## config.mk

```make
export PLATFORM = sky130hd
export DESIGN_NAME = msrf_ctrl
export DESIGN_NICKNAME = d
export VERILOG_FILES = /design/src/rtl/core/msrf_pkg.sv /design/src/rtl/core/msrf_ctrl.sv
export SDC_FILE = /design/constraint.sdc
export NUM_CORES = 1
export LEC_CHECK = 0
export BUFFER_PORTS_ARGS = -buffer_cell sky130_fd_sc_hd__buf_2
export CAP_MARGIN = 10
export CELL_PAD_IN_SITES_DETAIL_PLACEMENT = 1
export CELL_PAD_IN_SITES_GLOBAL_PLACEMENT = 1
export CORE_AREA = 2 2 39 41
export DETAILED_ROUTE_END_ITERATION = 6
export DIE_AREA = 0 0 41 43
export GPL_ROUTABILITY_DRIVEN = 0
export GPL_TIMING_DRIVEN = 1
export PLACE_DENSITY_LB_ADDON = 0.3
export SLEW_MARGIN = 5
export SYNTH_ARGS = -nofsm -noshare
export SYNTH_HDL_FRONTEND = slang
export SYNTH_SLANG_ARGS = --single-unit
```

## constraint.sdc

```tcl
create_clock -name clk -period 1.09 [get_ports clk]
set_input_delay 0.0545 -clock clk [delete_from_list [all_inputs] [get_ports clk]]
set_output_delay 0.0545 -clock clk [all_outputs]
set_load 0.01 [all_outputs]
```

## src/rtl/core/msrf_pkg.sv

```systemverilog
// ---------------------------------------------------------------------------
// msrf_pkg: shared types and constants for the message slot ring FIFO
// Field widths, status codes, controller states and the command/status
// structs that join the controller to the datapath.
// ---------------------------------------------------------------------------
`default_nettype none

package msrf_pkg;

    // Default geometry of the ring
    localparam int SLOT_COUNT_DEF = 16;
    localparam int SLOT_BYTES_DEF = 64;
    // Bytes of each slot reserved for the stored length
    localparam int SLOT_HDR_BYTES = 4;

    // Fixed field widths
    localparam int BYTE_W   = 8;
    localparam int LEN_W    = 6;
    localparam int STATUS_W = 2;
    localparam int DATA_W   = 16;
    localparam int USER_W   = 2;

    // Result status codes
    typedef enum logic [STATUS_W-1:0] {
        ST_BYTE   = 2'd0,
        ST_EMPTY  = 2'd1,
        ST_COMMIT = 2'd2,
        ST_REJECT = 2'd3
    } status_t;

    // Input kind carried in tuser bit 0
    localparam logic ACT_PUSH = 1'b0;
    localparam logic ACT_POP  = 1'b1;

    // Controller states
    typedef enum logic [1:0] {
        CTRL_IDLE     = 2'd0,
        CTRL_POP_LEN  = 2'd1,
        CTRL_POP_BYTE = 2'd2
    } ctrl_state_t;

    // Commands from controller to datapath
    typedef struct packed {
        logic take;       // input word accepted this cycle
        logic pop_setup;  // latch pop length, advance head
        logic pop_emit;   // load next popped byte into the output register
    } msrf_cmd_t;

    // Status from datapath to controller
    typedef struct packed {
        logic is_pop;     // offered word is a pop
        logic ring_empty; // no committed message
        logic n_zero;     // pop delivers no bytes
        logic emit_final; // byte being emitted is the last of the pop
        logic out_free;   // output register can take a new word
    } msrf_sts_t;

endpackage

`default_nettype wire

```

## src/rtl/core/msrf_ctrl.sv

```systemverilog
// ---------------------------------------------------------------------------
// msrf_ctrl: controller of the message slot ring FIFO
// Accepts input words while idle and sequences the length lookup and the
// byte stream of a pop.
// ---------------------------------------------------------------------------
`default_nettype none

module msrf_ctrl
(
    input  wire                 clk,
    input  wire                 rst_n,
    input  wire                 s_tvalid,
    output logic                s_tready,
    input  msrf_pkg::msrf_sts_t sts,
    output msrf_pkg::msrf_cmd_t cmd
);

    msrf_pkg::ctrl_state_t state_reg;
    msrf_pkg::ctrl_state_t state_next;

    // Hold the state
    always_ff @(posedge clk or negedge rst_n)
    begin
        if (!rst_n)
        begin
            state_reg <= msrf_pkg::CTRL_IDLE;
        end
        else
        begin
            state_reg <= state_next;
        end
    end

    // Next state and commands
    always_comb
    begin
        state_next    = state_reg;
        s_tready      = 1'b0;
        cmd.take      = 1'b0;
        cmd.pop_setup = 1'b0;
        cmd.pop_emit  = 1'b0;
        case (state_reg)
            msrf_pkg::CTRL_IDLE:
            begin
                s_tready = sts.out_free;
                cmd.take = s_tvalid && sts.out_free;
                if (cmd.take && sts.is_pop && !sts.ring_empty)
                begin
                    state_next = msrf_pkg::CTRL_POP_LEN;
                end
            end
            msrf_pkg::CTRL_POP_LEN:
            begin
                // output register is always free here
                cmd.pop_setup = 1'b1;
                state_next    = sts.n_zero ? msrf_pkg::CTRL_IDLE : msrf_pkg::CTRL_POP_BYTE;
            end
            msrf_pkg::CTRL_POP_BYTE:
            begin
                cmd.pop_emit = sts.out_free;
                if (sts.out_free && sts.emit_final)
                begin
                    state_next = msrf_pkg::CTRL_IDLE;
                end
            end
            default:
            begin
                state_next = msrf_pkg::CTRL_IDLE;
            end
        endcase
    end

endmodule

`default_nettype wire

```

==> results by group, run 1 <==
Synthesis
  • Number of instances in the synthesized netlist: 13
  • Average cell area after synthesis: 9.05 µm²
  • Sequential fraction of the synthesis area: 42.6%
  • Netlist Area Pre-Place: 118 µm²
  • Total nets after synthesis: 21
  • Leading area contributor after synthesis: sky130_fd_sc_hd__dfrtp_1
  • Post-synth top cells: 2 x sky130_fd_sc_hd__dfrtp_1, 2 x sky130_fd_sc_hd__nand2_1, 2 x sky130_fd_sc_hd__nor2_1
  • Primary flip-flop cell chosen by synthesis mapping: sky130_fd_sc_hd__dfrtp_1
  • Proportion of register bits with asynchronous set or reset after synthesis: 100%
  • Number of synthesized flops with an enable pin: 0
  • Count of yosys warnings during synthesis: 0
  • Top post-synthesis cells by area: sky130_fd_sc_hd__dfrtp_1 43%, sky130_fd_sc_hd__mux2_2 9.6%, sky130_fd_sc_hd__and2b_2 7.4%, sky130_fd_sc_hd__a21boi_1 6.4%, sky130_fd_sc_hd__nand2_1 6.4%
  • Synthesis-stage register bit count: 2
  • Share of the synthesized area in the top cell type: 42.6%
  • Number of distinct standard cells referenced by the synthesized netlist: 10

Timing
  • RSZ-0062 raised after global routing: yes
  • Setup TNS after final layout: 0 ns
  • Slew headroom: 83.2%
  • Fin. max-slew vios: 0
  • Final setup violation count: 0
  • Fraction of the cycle the final worst path needs: 95.3%
  • Clock skew: 0.00381 ns
  • Transition at the pin with the smallest max-transition slack: 0.249 ns
  • Endpoints failing hold: 0
  • Final period demand of the worst path: 1.04 ns
  • Highest achievable clock rate: 0.963 GHz

Clocking
  • Clk root buf: sky130_fd_sc_hd__clkbuf_4
  • Clock Sinks: 2
  • Worst-case clock buffer depth: 2
  • CTS tree: built
  • CTS clock-pin slew for the worst setup and hold paths: 0.03 ns
  • Inserted Clock Buffers: 3
  • Clock latency at the later pin of the worst-skew pair: 0.22 ns
  • Maximum level of the CTS H-tree: 1

Global route
  • Antenna violations before repair: 0
  • Congestion Overflow GR: 0
  • Largest net degree at the start of global routing: 8
  • Global-route wire length before repair: 517 µm
  • Vias in the first global route: 146
  • Global-route total usage across every layer: 4.92%

Power and ir drop
  • Part of the power in combinational logic: 16.5%
  • Clock network fraction of design power: 54.4%
  • Sequential group share of total power: 29.0%
  • Switching power total: 0.0000664 W
  • Reported leakage power: 0.127 nW
  • Peak supply drop: 0.364 mV
  • Total power per unit cell area: 1210 mW/mm²
  • Switching share of power: 22.5%
  • Internal Power: 0.000229 W

Finish
  • Post-layout instance area: 244 µm²
  • Synth-to-layout area growth: 107%
  • Largest register FFs: 2
  • Share of final-layout standard cells stronger than drive strength 1: 71.4%
  • Total number of nets in the final design: 38
  • Fillers: 160
  • Antenna diode count: 0
  • Fin util: 17.6%

Routing
  • DR pass1 iterations: 1
  • Routed Wire Length: 386 µm
  • WL/cell: 8.77 µm
  • Vias: 156
  • Residual DRC count: 0
  • Antenna-violating nets left: 0
  • Avg Vias per Cell: 3.55
  • Initial drt markers: 0

Placement
  • Placed cell areas: 193 µm²
  • Number of buffers added on ports: 11

Floorplan
  • Std-Cell Rows: 14
  • Total die area: 0.00176 mm²
  • I/O pin total: 12
  • Core area: 0.00138 mm²
  • Chip Height: 43 µm
  • DIE WIDTH: 41 µm
  • Initial core utilization: 8.50%

Status
  • Outcome: complete, no violations

Run
  • Max-cap viol count: 0

Setup path
  • Crit path cell chain: nor3b_2, buf_2
  • Slowest cell delay on critical path: 0.43 ns
  • Critical path endpoint category: output port
  • Startpoint types: flip-flop
  • Max Fanout on Critical Path: 6
  • Library cell contributing the largest single delay on the critical path: sky130_fd_sc_hd__dfrtp_2
  • Required time of the critical path: 1.04 ns
  • Setup Crit Path Kind: reg -> out
  • Worst EP arrival: 0.98 ns

Hold path
  • Classification of the worst-slack hold path: in -> reg
stage by stage:
stage	worst slack, ns	total power (W)	hold WS, ns	std cells
final	0.0511	0.000295	0.0910	44
after global routing	-0.00791	0.000325	0.102	44
after CTS	0.00561	0.000306	0.0854	44
after detailed placement	0.145	0.000128	-0.154	40
after global placement	0.171	0.000127	-0.153	40
after floorplan	0.190	0.000103	-0.241	13
final timing paths:
check                        startpoint      endpoint  slack, ns  cells after the start
max                        state_reg[0]      s_tready       0.05                      2
max reg2reg                state_reg[1]  state_reg[1]       0.14                      2
min in group asynchronous         rst_n  state_reg[1]       0.15                      2
min                              sts[4]  state_reg[0]       0.09                      3
min reg2reg                state_reg[0]  state_reg[0]       0.52                      1
max in group asynchronous         rst_n  state_reg[0]       0.83                      2
repair_timing:
action / 4_1_cts / 5_1_grt
hold endpoints to repair: 2 / 0
hold buffers: 1 / 0
setup endpoints to repair: 1 / 4
gates resized for setup: 2 / 3
buffers inserted: 0 / 0
power groups by stage:
stage	Sequential [W]	Clock, W	Combinational, W
2_1_floorplan	0.0000836	0	0.0000191
3_3_place_gp	0.0000843	0	0.0000431
3_5_place_dp	0.0000846	0	0.0000438
4_1_cts	0.0000844	0.000173	0.0000491
5_1_grt	0.0000865	0.000183	0.0000554
6_report	0.0000858	0.000161	0.0000488
cells by family after synthesis:
kind of cell       synth area share [%]
AOI/OAI and AO/OA                  6.39
DFF                                42.6
muxes                              9.57
and+or+nand+nor                    41.5
worst max-delay path, delay by kind of cell, from the launching register on:
kind | cells | cell delay, ns
flops | 1 | 0.43
simple gates | 1 | 0.18
buf+inv | 1 | 0.15
per-layer routing:
layer	part of all wire, %	vias up	track usage, %
met4	0	0	4.00
met5	0	-	0
met3	16	0	4.71
met1	48	69	5.14
li1	-	75	-
met2	36	12	5.63
cell usage in the layout, fill, tap and decap left out:
master	instances
sky130_fd_sc_hd__a21boi_1	1
sky130_fd_sc_hd__buf_6	1
sky130_fd_sc_hd__nor2_1	2
sky130_fd_sc_hd__clkbuf_4	3
sky130_fd_sc_hd__nor3b_2	1
sky130_fd_sc_hd__nor3_2	1
sky130_fd_sc_hd__buf_2	10
sky130_fd_sc_hd__dlygate4sd3_1	1
sky130_fd_sc_hd__dfrtp_2	2
sky130_fd_sc_hd__mux2_2	1
sky130_fd_sc_hd__nand2_1	2
sky130_fd_sc_hd__nand2b_1	1
sky130_fd_sc_hd__and2b_2	1
sky130_fd_sc_hd__nor4_1	1
area by class of cell:
cell class              count  area (µm²)  share of cell area, %
multi-input cells          11        77.6                   31.8
repair buffers             12        71.3                   29.2
flip-flops and latches      2        52.6                   21.5
clock buffers               3        22.5                   9.23
well taps                  16        20.0                   8.21
Note: power is estimated with default switching activity, not from simulation.
==> run 2: changes to the inputs <==
Settings changed: RECOVER_POWER set to 25.
==> results by group, run 2 (same netlist as run 1, synthesis figures left out) <==
Placement
  • Worst slack at placement: 0.145 ns (unchanged)
  • Number of buffers added on ports: 11 (unchanged)
  • Placed cell areas: 193 µm² (unchanged)

Timing
  • Clock skew: 0.00381 ns (unchanged)
  • RSZ-0062 raised after global routing: yes
  • Final period demand of the worst path: 1.04 ns (unchanged)
  • Fraction of the cycle the final worst path needs: 95.3% (unchanged)
  • Transition at the pin with the smallest max-transition slack: 0.249 ns (unchanged)
  • Endpoints failing hold: 0 (unchanged)
  • Minimum setup slack in the final design: 0.0511 ns (unchanged)
  • Final setup violation count: 0 (unchanged)
  • Fin. max-slew vios: 0 (unchanged)
  • Highest achievable clock rate: 0.963 GHz (unchanged)
  • Setup TNS after final layout: 0 ns (unchanged)
  • Slew headroom: 83.2% (unchanged)

Floorplan
  • Std-Cell Rows: 14 (unchanged)
  • I/O pin total: 12 (unchanged)
  • Core area: 0.00138 mm² (unchanged)
  • Chip Height: 43 µm (unchanged)
  • Total die area: 0.00176 mm² (unchanged)
  • DIE WIDTH: 41 µm (unchanged)
  • Initial core utilization: 8.50% (unchanged)

Finish
  • Leading cell types in the layout, fill and taps excluded: 9 x sky130_fd_sc_hd__buf_2, 3 x sky130_fd_sc_hd__clkbuf_4, 2 x sky130_fd_sc_hd__nand2_1, 2 x sky130_fd_sc_hd__nor2_1, 2 x sky130_fd_sc_hd__dfrtp_2
  • Largest register FFs: 2 (unchanged)
  • Leading cell type in the layout, fill and taps excluded: sky130_fd_sc_hd__buf_2
  • Synth-to-layout area growth: 106%
  • Total number of nets in the final design: 38 (unchanged)
  • Post-layout instance area: 243 µm² (-0.51%)
  • Antenna diode count: 0 (unchanged)
  • Share of final-layout standard cells stronger than drive strength 1: 67.9% (-3.6 points)

Setup path
  • Required time of the critical path: 1.04 ns (about the same)
  • Startpoint types: flip-flop
  • Critical path endpoint category: output port
  • Setup Crit Path Kind: reg -> out
  • Max Fanout on Critical Path: 6 (unchanged)
  • Worst EP arrival: 0.98 ns (about the same)
  • Logic depth of the worst register-to-register path: 2 (unchanged)

Status
  • Outcome: complete, no violations

Routing
  • Residual DRC count: 0 (unchanged)
  • Initial drt markers: 0 (unchanged)
  • Routed Wire Length: 384 µm (-0.52%)
  • Vias: 156 (unchanged)
  • Avg Vias per Cell: 3.55 (unchanged)
  • DR pass1 iterations: 1 (unchanged)
  • Antenna-violating nets left: 0 (unchanged)
  • WL/cell: 8.73 µm (-0.52%)

Global route
  • Congestion Overflow GR: 0 (unchanged)
  • Global-route wire length before repair: 517 µm (unchanged)
  • Vias in the first global route: 146 (unchanged)
  • Antenna violations before repair: 0 (unchanged)
  • Global-route total usage across every layer: 4.92% (unchanged)
  • Largest net degree at the start of global routing: 8 (unchanged)

Power and ir drop
  • Peak supply drop: 0.364 mV (-0.16%)
  • Total power per unit cell area: 1210 mW/mm² (+0.35%)
  • Reported leakage power: 0.124 nW (-2.2%)

Clocking
  • CTS clock-pin slew for the worst setup and hold paths: 0.03 ns (about the same)
  • Inserted Clock Buffers: 3 (unchanged)
  • Clock Sinks: 2 (unchanged)
  • Worst-case clock buffer depth: 2 (unchanged)
  • CTS tree: built
  • Maximum level of the CTS H-tree: 1 (unchanged)
  • Setup Fix Bufs, Post-CTS: 0 (unchanged)
  • Clock latency at the later pin of the worst-skew pair: 0.22 ns (about the same)
  • Clk root buf: sky130_fd_sc_hd__clkbuf_4

Hold path
  • Hold path cells: 3 (unchanged)
  • Classification of the worst-slack hold path: in -> reg

Run
  • Max-cap viol count: 0 (unchanged)
-- run 2: cell types whose count changed in the layout (fill, tap and decap cells not counted) --
cell	delta
sky130_fd_sc_hd__clkbuf_1	+1
sky130_fd_sc_hd__buf_2	-1
-- run 2: final cells by class --
class | count | area [µm²]
Clock buffer | 3 | 22.5
Fill cell | 161 | 1140
Multi-Input combinational cell | 11 | 77.6
Sequential cell | 2 | 52.6
Tap cell | 16 | 20.0
Timing Repair Buffer | 12 | 70.1
-- run 2: where the power goes --
| group | switching, W | internal [W] |
|---|---|---|
| Sequential | 0.00000665 | 0.0000791 |
| Clock | 0.0000396 | 0.000121 |
| Combinational | 0.0000201 | 0.0000282 |
-- run 2: path summary, 6_finish.rpt --
| kind | startpoint | to | slack (ns) |
|---|---|---|---|
| hold reg to reg | state_reg[0] | state_reg[0] | 0.52 |
| setup reg to reg | state_reg[1] | state_reg[1] | 0.14 |
| min in group asynchronous | rst_n | state_reg[1] | 0.15 |
| max in group asynchronous | rst_n | state_reg[0] | 0.79 |
| setup / recovery | state_reg[0] | s_tready | 0.05 |
| hold / removal | sts[4] | state_reg[0] | 0.09 |
-- run 2: stage by stage --
stage | std cells | util [%] | total power [W] | hold slack [ns]
floorplan | 13 | - | 0.000103 | -0.241
global placement | 40 | 13.9 | 0.000127 | -0.153
detailed placement | 40 | 13.9 | 0.000128 | -0.154
CTS | 44 | 17.1 | 0.000306 | 0.0854
global route | 44 | 17.5 | 0.000325 | 0.102
finish | 44 | 17.5 | 0.000295 | 0.0910
-- run 2: critical path, stage by stage (launching register included) --
cell and delay [ns]:
sky130_fd_sc_hd__dfrtp_2 0.43, sky130_fd_sc_hd__nor3b_2 0.18, sky130_fd_sc_hd__buf_2 0.15
-- run 2: metal layers --
metal	vias to the layer above	global-route usage (%)	wire length, µm
met5	-	0	0
met4	0	4.00	0
met3	0	4.71	62
met2	12	5.63	139
met1	69	5.14	182
li1	75	-	-
-- run 2: repair_timing --
item	in CTS	in global routing
resized for setup	2	3
hold endpoints to repair	2	0
hold buffers	1	0
endpoints found under the setup margin	1	4
